<file path="src/hw/rtl/lhi_pkg.sv">
// Shared types, constants, saturating arithmetic and microprogram for the Lorenz Heun integrator.
package lhi_pkg;

  localparam int unsigned DATA_W    = 32;
  localparam int unsigned FRAC_BITS = 16;
  localparam int unsigned PROD_W    = 2 * DATA_W;
  localparam int unsigned SIGMA_W   = 31;
  localparam int unsigned DT_W      = 16;
  localparam int unsigned CFG_IDX_W = 2;
  localparam int unsigned CFG_DAT_W = 31;
  localparam int unsigned PROG_LEN  = 25;
  localparam int unsigned PC_W      = $clog2(PROG_LEN);

  localparam logic [PC_W-1:0] PROG_LAST = PC_W'(PROG_LEN - 1);

  localparam logic signed [DATA_W-1:0] DATA_MAX = {1'b0, {(DATA_W-1){1'b1}}};
  localparam logic signed [DATA_W-1:0] DATA_MIN = {1'b1, {(DATA_W-1){1'b0}}};
  localparam logic signed [DATA_W-1:0] POS_RESET = DATA_W'(1) <<< FRAC_BITS;

  localparam logic [SIGMA_W-1:0] SIGMA_RESET = SIGMA_W'(655360);
  localparam logic [SIGMA_W-1:0] RHO_RESET   = SIGMA_W'(1835008);
  localparam logic [SIGMA_W-1:0] BETA_RESET  = SIGMA_W'(174763);
  localparam logic [DT_W-1:0]    DT_RESET    = DT_W'(655);

  // Configuration register indexes
  localparam logic [CFG_IDX_W-1:0] CFG_SIGMA = 2'd0;
  localparam logic [CFG_IDX_W-1:0] CFG_RHO   = 2'd1;
  localparam logic [CFG_IDX_W-1:0] CFG_BETA  = 2'd2;
  localparam logic [CFG_IDX_W-1:0] CFG_DT    = 2'd3;

  typedef enum logic [1:0] {
    ST_IDLE,
    ST_EXEC,
    ST_MWB,
    ST_DONE
  } state_e;

  typedef enum logic [1:0] {
    OP_ADD,
    OP_SUB,
    OP_MUL
  } op_e;

  // Operand and destination selects; OPD_ZERO as a destination writes nothing
  typedef enum logic [4:0] {
    OPD_ZERO,
    OPD_X, OPD_Y, OPD_Z,
    OPD_M0, OPD_M1, OPD_M2,
    OPD_F0, OPD_F1, OPD_F2,
    OPD_G0, OPD_G1, OPD_G2,
    OPD_T0, OPD_T1,
    OPD_SIGMA, OPD_RHO, OPD_BETA, OPD_DT
  } opnd_e;

  // ADD/SUB: dst = a +/- b. MUL: dst = c + ((a * b) >> (FRAC_BITS + half))
  typedef struct packed {
    op_e   op;
    opnd_e src_a;
    opnd_e src_b;
    opnd_e src_c;
    opnd_e dst;
    logic  half;
  } instr_t;

  typedef struct packed {
    logic   issue;
    logic   wb;
    logic   load;
    logic   capture;
    instr_t instr;
  } dp_cmd_t;

  function automatic instr_t mk(input op_e op, input opnd_e a, input opnd_e b,
                                input opnd_e c, input opnd_e d, input logic half);
    instr_t r;
    r.op    = op;
    r.src_a = a;
    r.src_b = b;
    r.src_c = c;
    r.dst   = d;
    r.half  = half;
    return r;
  endfunction

  // One Heun step: slope at the state, trial point, slope there, averaged update
  function automatic instr_t prog_fetch(input logic [PC_W-1:0] pc);
    instr_t r;
    case (pc)
      5'd0:  r = mk(OP_SUB, OPD_Y,     OPD_X,  OPD_ZERO, OPD_T0, 1'b0);
      5'd1:  r = mk(OP_MUL, OPD_SIGMA, OPD_T0, OPD_ZERO, OPD_F0, 1'b0);
      5'd2:  r = mk(OP_SUB, OPD_RHO,   OPD_Z,  OPD_ZERO, OPD_T0, 1'b0);
      5'd3:  r = mk(OP_MUL, OPD_X,     OPD_T0, OPD_ZERO, OPD_T1, 1'b0);
      5'd4:  r = mk(OP_SUB, OPD_T1,    OPD_Y,  OPD_ZERO, OPD_F1, 1'b0);
      5'd5:  r = mk(OP_MUL, OPD_X,     OPD_Y,  OPD_ZERO, OPD_T1, 1'b0);
      5'd6:  r = mk(OP_MUL, OPD_BETA,  OPD_Z,  OPD_ZERO, OPD_T0, 1'b0);
      5'd7:  r = mk(OP_SUB, OPD_T1,    OPD_T0, OPD_ZERO, OPD_F2, 1'b0);
      5'd8:  r = mk(OP_MUL, OPD_DT,    OPD_F0, OPD_X,    OPD_M0, 1'b0);
      5'd9:  r = mk(OP_MUL, OPD_DT,    OPD_F1, OPD_Y,    OPD_M1, 1'b0);
      5'd10: r = mk(OP_MUL, OPD_DT,    OPD_F2, OPD_Z,    OPD_M2, 1'b0);
      5'd11: r = mk(OP_SUB, OPD_M1,    OPD_M0, OPD_ZERO, OPD_T0, 1'b0);
      5'd12: r = mk(OP_MUL, OPD_SIGMA, OPD_T0, OPD_ZERO, OPD_G0, 1'b0);
      5'd13: r = mk(OP_SUB, OPD_RHO,   OPD_M2, OPD_ZERO, OPD_T0, 1'b0);
      5'd14: r = mk(OP_MUL, OPD_M0,    OPD_T0, OPD_ZERO, OPD_T1, 1'b0);
      5'd15: r = mk(OP_SUB, OPD_T1,    OPD_M1, OPD_ZERO, OPD_G1, 1'b0);
      5'd16: r = mk(OP_MUL, OPD_M0,    OPD_M1, OPD_ZERO, OPD_T1, 1'b0);
      5'd17: r = mk(OP_MUL, OPD_BETA,  OPD_M2, OPD_ZERO, OPD_T0, 1'b0);
      5'd18: r = mk(OP_SUB, OPD_T1,    OPD_T0, OPD_ZERO, OPD_G2, 1'b0);
      5'd19: r = mk(OP_ADD, OPD_F0,    OPD_G0, OPD_ZERO, OPD_F0, 1'b0);
      5'd20: r = mk(OP_ADD, OPD_F1,    OPD_G1, OPD_ZERO, OPD_F1, 1'b0);
      5'd21: r = mk(OP_ADD, OPD_F2,    OPD_G2, OPD_ZERO, OPD_F2, 1'b0);
      5'd22: r = mk(OP_MUL, OPD_DT,    OPD_F0, OPD_X,    OPD_X,  1'b1);
      5'd23: r = mk(OP_MUL, OPD_DT,    OPD_F1, OPD_Y,    OPD_Y,  1'b1);
      5'd24: r = mk(OP_MUL, OPD_DT,    OPD_F2, OPD_Z,    OPD_Z,  1'b1);
      default: r = mk(OP_ADD, OPD_ZERO, OPD_ZERO, OPD_ZERO, OPD_ZERO, 1'b0);
    endcase
    return r;
  endfunction

  // Saturating add or subtract
  function automatic logic signed [DATA_W-1:0] sat_addsub(input logic signed [DATA_W-1:0] a,
                                                          input logic signed [DATA_W-1:0] b,
                                                          input logic sub);
    logic signed [DATA_W:0] s;
    if (sub) begin
      s = {a[DATA_W-1], a} - {b[DATA_W-1], b};
    end else begin
      s = {a[DATA_W-1], a} + {b[DATA_W-1], b};
    end
    if (s[DATA_W] != s[DATA_W-1]) begin
      return s[DATA_W] ? DATA_MIN : DATA_MAX;
    end
    return s[DATA_W-1:0];
  endfunction

  // Floor-shift a full product back to fixed point and saturate
  function automatic logic signed [DATA_W-1:0] sat_scale(input logic signed [PROD_W-1:0] p,
                                                         input logic half);
    logic signed [PROD_W-1:0] q;
    q = half ? (p >>> (FRAC_BITS + 1)) : (p >>> FRAC_BITS);
    if ((&q[PROD_W-1:DATA_W-1]) || !(|q[PROD_W-1:DATA_W-1])) begin
      return q[DATA_W-1:0];
    end
    return q[PROD_W-1] ? DATA_MIN : DATA_MAX;
  endfunction

endpackage

</file>
<file path="src/hw/rtl/lhi_datapath.sv">
// Datapath: state and scratch registers, shared multiplier, saturating adder, config and result registers.
module lhi_datapath (
  input  logic                               clk_i,
  input  logic                               rst_ni,
  input  lhi_pkg::dp_cmd_t                   cmd_i,
  input  logic signed [lhi_pkg::DATA_W-1:0]  load_x_i,
  input  logic signed [lhi_pkg::DATA_W-1:0]  load_y_i,
  input  logic signed [lhi_pkg::DATA_W-1:0]  load_z_i,
  input  logic                               cfg_we_i,
  input  logic [lhi_pkg::CFG_IDX_W-1:0]      cfg_index_i,
  input  logic [lhi_pkg::CFG_DAT_W-1:0]      cfg_wdata_i,
  output logic signed [lhi_pkg::DATA_W-1:0]  out_x_o,
  output logic signed [lhi_pkg::DATA_W-1:0]  out_y_o,
  output logic signed [lhi_pkg::DATA_W-1:0]  out_z_o
);
  import lhi_pkg::*;

  logic signed [DATA_W-1:0] x_q, y_q, z_q;
  logic signed [DATA_W-1:0] m0_q, m1_q, m2_q;
  logic signed [DATA_W-1:0] f0_q, f1_q, f2_q;
  logic signed [DATA_W-1:0] g0_q, g1_q, g2_q;
  logic signed [DATA_W-1:0] t0_q, t1_q;
  logic [SIGMA_W-1:0]       sigma_q, rho_q, beta_q;
  logic [DT_W-1:0]          dt_q;
  logic signed [PROD_W-1:0] prod_q;
  logic signed [DATA_W-1:0] out_x_q, out_y_q, out_z_q;

  logic signed [DATA_W-1:0] opa, opb, opc;
  logic signed [DATA_W-1:0] alu_res, mul_res, wr_data;
  logic                     wr_en;

  function automatic logic signed [DATA_W-1:0] pick(input opnd_e sel);
    logic signed [DATA_W-1:0] v;
    case (sel)
      OPD_X:     v = x_q;
      OPD_Y:     v = y_q;
      OPD_Z:     v = z_q;
      OPD_M0:    v = m0_q;
      OPD_M1:    v = m1_q;
      OPD_M2:    v = m2_q;
      OPD_F0:    v = f0_q;
      OPD_F1:    v = f1_q;
      OPD_F2:    v = f2_q;
      OPD_G0:    v = g0_q;
      OPD_G1:    v = g1_q;
      OPD_G2:    v = g2_q;
      OPD_T0:    v = t0_q;
      OPD_T1:    v = t1_q;
      OPD_SIGMA: v = {1'b0, sigma_q};
      OPD_RHO:   v = {1'b0, rho_q};
      OPD_BETA:  v = {1'b0, beta_q};
      OPD_DT:    v = {{(DATA_W-DT_W){1'b0}}, dt_q};
      default:   v = '0;
    endcase
    return v;
  endfunction

  // Select operands and form the add/sub and multiply-accumulate results
  always_comb begin
    opa     = pick(cmd_i.instr.src_a);
    opb     = pick(cmd_i.instr.src_b);
    opc     = pick(cmd_i.instr.src_c);
    alu_res = sat_addsub(opa, opb, cmd_i.instr.op == OP_SUB);
    mul_res = sat_addsub(opc, sat_scale(prod_q, cmd_i.instr.half), 1'b0);
    wr_en   = (cmd_i.issue && cmd_i.instr.op != OP_MUL) || cmd_i.wb;
    wr_data = cmd_i.wb ? mul_res : alu_res;
  end

  // Register the full product
  always_ff @(posedge clk_i) begin
    if (cmd_i.issue && cmd_i.instr.op == OP_MUL) begin
      prod_q <= opa * opb;
    end
  end

  // Write back to the scratch registers
  always_ff @(posedge clk_i) begin
    if (wr_en) begin
      case (cmd_i.instr.dst)
        OPD_M0:  m0_q <= wr_data;
        OPD_M1:  m1_q <= wr_data;
        OPD_M2:  m2_q <= wr_data;
        OPD_F0:  f0_q <= wr_data;
        OPD_F1:  f1_q <= wr_data;
        OPD_F2:  f2_q <= wr_data;
        OPD_G0:  g0_q <= wr_data;
        OPD_G1:  g1_q <= wr_data;
        OPD_G2:  g2_q <= wr_data;
        OPD_T0:  t0_q <= wr_data;
        OPD_T1:  t1_q <= wr_data;
        default: ;
      endcase
    end
  end

  // Hold the integrator state; load beats replace it
  always_ff @(posedge clk_i or negedge rst_ni) begin
    if (!rst_ni) begin
      x_q <= POS_RESET;
      y_q <= POS_RESET;
      z_q <= POS_RESET;
    end else if (cmd_i.load) begin
      x_q <= load_x_i;
      y_q <= load_y_i;
      z_q <= load_z_i;
    end else if (wr_en) begin
      case (cmd_i.instr.dst)
        OPD_X:   x_q <= wr_data;
        OPD_Y:   y_q <= wr_data;
        OPD_Z:   z_q <= wr_data;
        default: ;
      endcase
    end
  end

  // Configuration registers
  always_ff @(posedge clk_i or negedge rst_ni) begin
    if (!rst_ni) begin
      sigma_q <= SIGMA_RESET;
      rho_q   <= RHO_RESET;
      beta_q  <= BETA_RESET;
      dt_q    <= DT_RESET;
    end else if (cfg_we_i) begin
      case (cfg_index_i)
        CFG_SIGMA: sigma_q <= cfg_wdata_i;
        CFG_RHO:   rho_q   <= cfg_wdata_i;
        CFG_BETA:  beta_q  <= cfg_wdata_i;
        CFG_DT:    dt_q    <= cfg_wdata_i[DT_W-1:0];
        default:   ;
      endcase
    end
  end

  // Capture the finished state into the result register
  always_ff @(posedge clk_i) begin
    if (cmd_i.capture) begin
      out_x_q <= x_q;
      out_y_q <= y_q;
      out_z_q <= z_q;
    end
  end

  assign out_x_o = out_x_q;
  assign out_y_o = out_y_q;
  assign out_z_o = out_z_q;

endmodule

</file>
<file path="src/hw/rtl/lhi_ctrl.sv">
// Controller: input/output handshakes and the microprogram sequencer.
module lhi_ctrl (
  input  logic             clk_i,
  input  logic             rst_ni,
  input  logic             in_valid_i,
  output logic             in_ready_o,
  input  logic             kind_i,
  output logic             out_valid_o,
  input  logic             out_ready_i,
  output lhi_pkg::dp_cmd_t cmd_o
);
  import lhi_pkg::*;

  state_e          state_q, state_d;
  logic [PC_W-1:0] pc_q, pc_d;
  logic            out_valid_q, out_valid_d;
  instr_t          instr;

  assign instr = prog_fetch(pc_q);

  // Next state, sequencing and datapath commands
  always_comb begin
    state_d       = state_q;
    pc_d          = pc_q;
    out_valid_d   = out_valid_q;
    in_ready_o    = 1'b0;
    cmd_o.issue   = 1'b0;
    cmd_o.wb      = 1'b0;
    cmd_o.load    = 1'b0;
    cmd_o.capture = 1'b0;
    cmd_o.instr   = instr;

    // drop the result once the beat is taken
    if (out_valid_q && out_ready_i) begin
      out_valid_d = 1'b0;
    end

    case (state_q)
      ST_IDLE: begin
        in_ready_o = 1'b1;
        if (in_valid_i) begin
          if (kind_i) begin
            cmd_o.load = 1'b1;
            state_d    = ST_DONE;
          end else begin
            pc_d    = '0;
            state_d = ST_EXEC;
          end
        end
      end
      ST_EXEC: begin
        cmd_o.issue = 1'b1;
        if (instr.op == OP_MUL) begin
          state_d = ST_MWB;
        end else if (pc_q == PROG_LAST) begin
          state_d = ST_DONE;
        end else begin
          pc_d = pc_q + 1'b1;
        end
      end
      ST_MWB: begin
        cmd_o.wb = 1'b1;
        if (pc_q == PROG_LAST) begin
          state_d = ST_DONE;
        end else begin
          pc_d    = pc_q + 1'b1;
          state_d = ST_EXEC;
        end
      end
      ST_DONE: begin
        if (!out_valid_q || out_ready_i) begin
          cmd_o.capture = 1'b1;
          out_valid_d   = 1'b1;
          state_d       = ST_IDLE;
        end
      end
      default: state_d = ST_IDLE;
    endcase
  end

  always_ff @(posedge clk_i or negedge rst_ni) begin
    if (!rst_ni) begin
      state_q     <= ST_IDLE;
      pc_q        <= '0;
      out_valid_q <= 1'b0;
    end else begin
      state_q     <= state_d;
      pc_q        <= pc_d;
      out_valid_q <= out_valid_d;
    end
  end

  assign out_valid_o = out_valid_q;

  // An accepted beat keeps the input closed until its result is captured
  a_busy_after_accept: assert property (@(posedge clk_i) disable iff (!rst_ni)
    (in_valid_i && in_ready_o) |=> !in_ready_o)
    else $error("input accepted while previous item still in progress");

  // The result register is never overwritten while a beat is waiting
  a_capture_slot_free: assert property (@(posedge clk_i) disable iff (!rst_ni)
    cmd_o.capture |-> (!out_valid_q || out_ready_i))
    else $error("result overwritten before it was taken");

  // Multiply writeback follows the issue of a multiply
  a_wb_after_mul: assert property (@(posedge clk_i) disable iff (!rst_ni)
    (state_q == ST_MWB) |-> ($past(state_q) == ST_EXEC && $past(instr.op) == OP_MUL
                             && $stable(pc_q)))
    else $error("multiply writeback without a multiply issue");

  // The sequencer stays inside the microprogram
  a_pc_in_range: assert property (@(posedge clk_i) disable iff (!rst_ni)
    (state_q == ST_EXEC || state_q == ST_MWB) |-> (pc_q <= PROG_LAST))
    else $error("microprogram counter out of range");

endmodule

</file>
<file path="src/hw/rtl/lorenz_heun_integrator_core.sv">
// Top level of the Lorenz Heun integrator: controller and datapath.
//
//  channel  direction  handshake                payload
//  in       input      in_valid_i / in_ready_o  kind_i, load_x_i, load_y_i, load_z_i
//  out      output     out_valid_o / out_ready_i out_x_o, out_y_o, out_z_o
//  cfg      input      cfg_we_i                 cfg_index_i, cfg_wdata_i
//
// A step beat runs a 25-instruction microprogram on one shared 32x32 multiplier:
// 11 add/sub instructions write back as they issue, and 14 multiplies issue and then
// write back from the registered product; a load beat goes straight to the result.
// The input reopens once the result is in the output register; a stalled output
// holds the next finished item in the state registers until the output register frees.
// Reset restores the state to (1.0, 1.0, 1.0) and the coefficients to their defaults.
module lorenz_heun_integrator_core (
  input  logic                               clk_i,
  input  logic                               rst_ni,
  input  logic                               in_valid_i,
  output logic                               in_ready_o,
  input  logic                               kind_i,
  input  logic signed [lhi_pkg::DATA_W-1:0]  load_x_i,
  input  logic signed [lhi_pkg::DATA_W-1:0]  load_y_i,
  input  logic signed [lhi_pkg::DATA_W-1:0]  load_z_i,
  output logic                               out_valid_o,
  input  logic                               out_ready_i,
  output logic signed [lhi_pkg::DATA_W-1:0]  out_x_o,
  output logic signed [lhi_pkg::DATA_W-1:0]  out_y_o,
  output logic signed [lhi_pkg::DATA_W-1:0]  out_z_o,
  input  logic                               cfg_we_i,
  input  logic [lhi_pkg::CFG_IDX_W-1:0]      cfg_index_i,
  input  logic [lhi_pkg::CFG_DAT_W-1:0]      cfg_wdata_i
);
  import lhi_pkg::*;

  dp_cmd_t cmd;

  lhi_ctrl u_ctrl (
    .clk_i       (clk_i),
    .rst_ni      (rst_ni),
    .in_valid_i  (in_valid_i),
    .in_ready_o  (in_ready_o),
    .kind_i      (kind_i),
    .out_valid_o (out_valid_o),
    .out_ready_i (out_ready_i),
    .cmd_o       (cmd)
  );

  lhi_datapath u_datapath (
    .clk_i       (clk_i),
    .rst_ni      (rst_ni),
    .cmd_i       (cmd),
    .load_x_i    (load_x_i),
    .load_y_i    (load_y_i),
    .load_z_i    (load_z_i),
    .cfg_we_i    (cfg_we_i),
    .cfg_index_i (cfg_index_i),
    .cfg_wdata_i (cfg_wdata_i),
    .out_x_o     (out_x_o),
    .out_y_o     (out_y_o),
    .out_z_o     (out_z_o)
  );

endmodule
</file>
<file path="config.mk">
export PLATFORM = sky130hd
export DESIGN_NAME = lorenz_heun_integrator_core
export DESIGN_NICKNAME = d
export VERILOG_FILES = /design/src/hw/rtl/lhi_pkg.sv /design/src/hw/rtl/lhi_datapath.sv /design/src/hw/rtl/lhi_ctrl.sv /design/src/hw/rtl/lorenz_heun_integrator_core.sv
export SDC_FILE = /design/constraint.sdc
export NUM_CORES = 2
export LEC_CHECK = 0
export BUFFER_PORTS_ARGS = -buffer_cell sky130_fd_sc_hd__buf_2
export CORE_MARGIN = 10
export CORE_UTILIZATION = 45
export DETAILED_ROUTE_END_ITERATION = 12
export PLACE_DENSITY_LB_ADDON = 0.12
export SYNTH_ARGS = -nofsm -noshare
export SYNTH_HDL_FRONTEND = slang
export SYNTH_HIERARCHICAL = 1
export SYNTH_SLANG_ARGS = --single-unit
</file>
<file path="constraint.sdc">
create_clock -name clk_i -period 10.8 [get_ports clk_i]
set_clock_uncertainty 0.2 [all_clocks]
set_input_delay 1.62 -clock clk_i [delete_from_list [all_inputs] [get_ports clk_i]]
set_output_delay 1.62 -clock clk_i [all_outputs]
set_load 0.02 [all_outputs]
</file>
==> flow_metrics.tcl <==
set metrics [dict create \
    cp_slowest_cell "fa_1" \
    die_area_sq_mm 0.186 \
    outcome "complete, but fails checks" \
    critPathMaxFanout 8 \
    finalCritPeriodShare_pct 101 \
    synth.most_common_cell "inv_1" \
    wl_per_cell_um 35.0 \
    gp_congestion 1.06 \
    grt_remaining_overflow 0 \
    drive_above_1_share_pct 24.5 \
    vias 71400 \
    synth_warnings 6 \
    antenna_found_initial 26 \
    cts_buffers 76 \
    mappedNetlistArea_sq_mm 0.0760 \
    worst_pin_slew_ns 13.60 \
    max_freq_ghz 0.0921 \
    cts_tree "yes" \
    setup_viol 2 \
    cts.sinks 709 \
    cpMostUsedCell "fa_2" \
    die_x_um 431 \
    vias_per_cell 6.48 \
    std_cell_rows 150 \
    fillers 14900 \
    hold_viol 0 \
    yosys-top-cells-count "inv_1 (1104), fa_1 (1083), nand2_1 (800)" \
    rsz0062_at_grt "yes" \
    postSynthCellCount 7681 \
    synth_area_leaders "fa_1 (29%), edfxtp_1 (20%), dfrtp_1 (6.2%), inv_1 (5.5%), ha_1 (4.3%)" \
    drt-pass1-iter-count 9 \
    crit_required_ns 11.15 \
    core_sq_mm 0.168 \
    fin_ws_ns -0.0627 \
    cts_root_buf "clkbuf_16" \
    ys_ff_latch 709 \
    grt_pass1_vias 70200 \
    area_delta_synth_final_pct 23.8 \
    initial_core_util_pct 45.4 \
    crit_type "flip-flop to flip-flop" \
    cts.htree.levels 3 \
    maxCapViolations 0 \
    drc 0 \
    drtIter0Drc 10500 \
    nets 10200 \
    slew_headroom_pct -815 \
    clk_pin_slew_worst_paths_ns 0.06 \
    tns_ns -0.0933 \
    io_buffers 232 \
    hpwl_um 292000 \
    arrival_ns 11.21 \
    clkLatencyLatePin_ns 0.72 \
    startpoint_type "flip-flop" \
    synth_area_leader_cell "fa_1" \
    violations "max-slew violations, negative setup slack" \
    ant_nets 0 \
    grt_max_degree 96 \
    async_flop_share_pct 30.0 \
    die_h_um 431 \
    synth_edf_count 496 \
    synth_top_flop_cell "edfxtp_1" \
    avgSynthCellArea_sq_um 9.90 \
    cp_slowest_stage_delay_ns 0.71 \
    synth_cell_types 112 \
    period_needed_ns 10.86 \
    hp-class "flip-flop to flip-flop" \
    cts.path.max_buffers 3 \
    crit_path_end_kind "flip-flop" \
    slew_violations 393 \
    track_usage_pct 40.3 \
    grt_first_pass_wirelength_um 534000 \
    synth_top_area_share_pct 28.5 \
    io_pins 233 \
    routed_wl_um 386000 \
    seq_area_frac_synth_pct 26.6 \
]
==> worst paths after layout <==
kind	slack (ns)	cells past startpoint	start	endpoint
worst min register to register	0.36	2	u_ctrl/out_valid_o	u_ctrl/out_valid_o
max in group asynchronous	7.69	3	rst_ni	u_datapath/x_q[29]
worst max register to register	-0.06	37	u_ctrl/pc_q[0]	u_datapath/prod_q[62]
worst max-delay path	-0.06	37	u_ctrl/pc_q[0]	u_datapath/prod_q[62]
min in group asynchronous	0.67	1	rst_ni	u_datapath/rho_q[17]
worst min-delay path	0.36	2	u_ctrl/out_valid_o	u_ctrl/out_valid_o
==> layout make-up <==
class,count,area [sq um],share of cell area (%)
multi-input combinational,5352,51200,54.4
clock inverter,43,489,0.520
antenna,16,40.0,0.0425
clock buffer,99,2140,2.27
tap,2204,2760,2.93
inverter,1117,4250,4.51
timing repair buffer,1476,13000,13.8
sequential,709,20300,21.5
==> cells in the final DEF (no fill, tap or decap), types with 119 or more instances in the layout <==
master and count:
a22o_1 122, a21oi_1 241, nand3_1 119, nor2_1 564, inv_1 1072, fa_1 1051, ha_1 240, edfxtp_1 496
dfrtp_1 186, buf_2 231, a22oi_1 367, buf_4 994, and3_1 159, buf_12 147, nand2_1 786
==> worst max-delay path: cells and delay by family (launching register included) <==
kind | cells | cell delay (ns)
fa+ha+maj | 10 | 4.65
simple gates | 11 | 1.99
compound gates | 8 | 1.60
buf+inv | 7 | 1.48
flops | 1 | 0.40
mux | 1 | 0.36
==> routing by layer <==
layer / wire length (um) / track usage [%] / vias up
met5: 575 / 1.43 / -
met4: 28000 / 22.8 / 30
met3: 55400 / 14.6 / 1340
met2: 155000 / 56.6 / 5606
met1: 147000 / 53.5 / 36100
li1: - / - / 28300
==> cells by family after synthesis <==
group / Yosys count / share of synthesized area (%)
XOR/XNOR: 139 / 1.60
buffers and inverters: 1624 / 8.23
multiplexers: 210 / 2.99
other: 1 / 0.00493
flip-flops: 709 / 26.6
AND/OR/NAND/NOR: 2203 / 13.7
AO/OA/AOI/OAI: 1450 / 14.0
adder cells (fa/ha/maj): 1345 / 32.8
==> through the flow <==
step / area (sq um) / hold WS (ns) / std cells / setup slack (ns) / util [%]
after floorplan: 76100 / 0.270 / 7685 / 0.00484 / -
after global placement: 88300 / 0.333 / 10700 / -0.719 / 52.7
after detailed placement: 88300 / 0.327 / 10700 / -0.688 / 52.7
after CTS: 92400 / 0.349 / 10900 / 0.000147 / 55.1
after global routing: 94100 / 0.371 / 11000 / -0.258 / 56.1
final: 94100 / 0.362 / 11000 / -0.0627 / 56.2
==> state kept, by name (all words and copies together) (netlist names), 2 cells and up <==
signal	count
u_datapath/dt_q	16
u_datapath/y_q	32
u_datapath/f1_q	32
u_datapath/prod_q	48
u_ctrl/state_q	2
u_datapath/g0_q	32
u_datapath/m2_q	32
u_datapath/t0_q	32
u_datapath/m0_q	32
u_datapath/f0_q	32
u_datapath/g2_q	32
u_datapath/f2_q	32
u_datapath/z_q	32
u_datapath/out_x_o	32
u_datapath/m1_q	32
u_datapath/x_q	32
u_datapath/out_y_o	32
u_datapath/g1_q	32
u_datapath/beta_q	31
u_datapath/sigma_q	31
u_datapath/rho_q	31
u_datapath/t1_q	32
u_ctrl/pc_q	5
u_datapath/out_z_o	32
==> timing repair <==
action                                  in CTS  in global routing
hold buffers                                 0                  0
setup buffers                               52                 65
resized for setup                          279                287
pin swaps                                   56                124
endpoints found under the setup margin      33                 50
cloned                                       5                  2
Power is not shown: default switching activity piles up to over one toggle a cycle in this logic, so the estimate is an artifact.
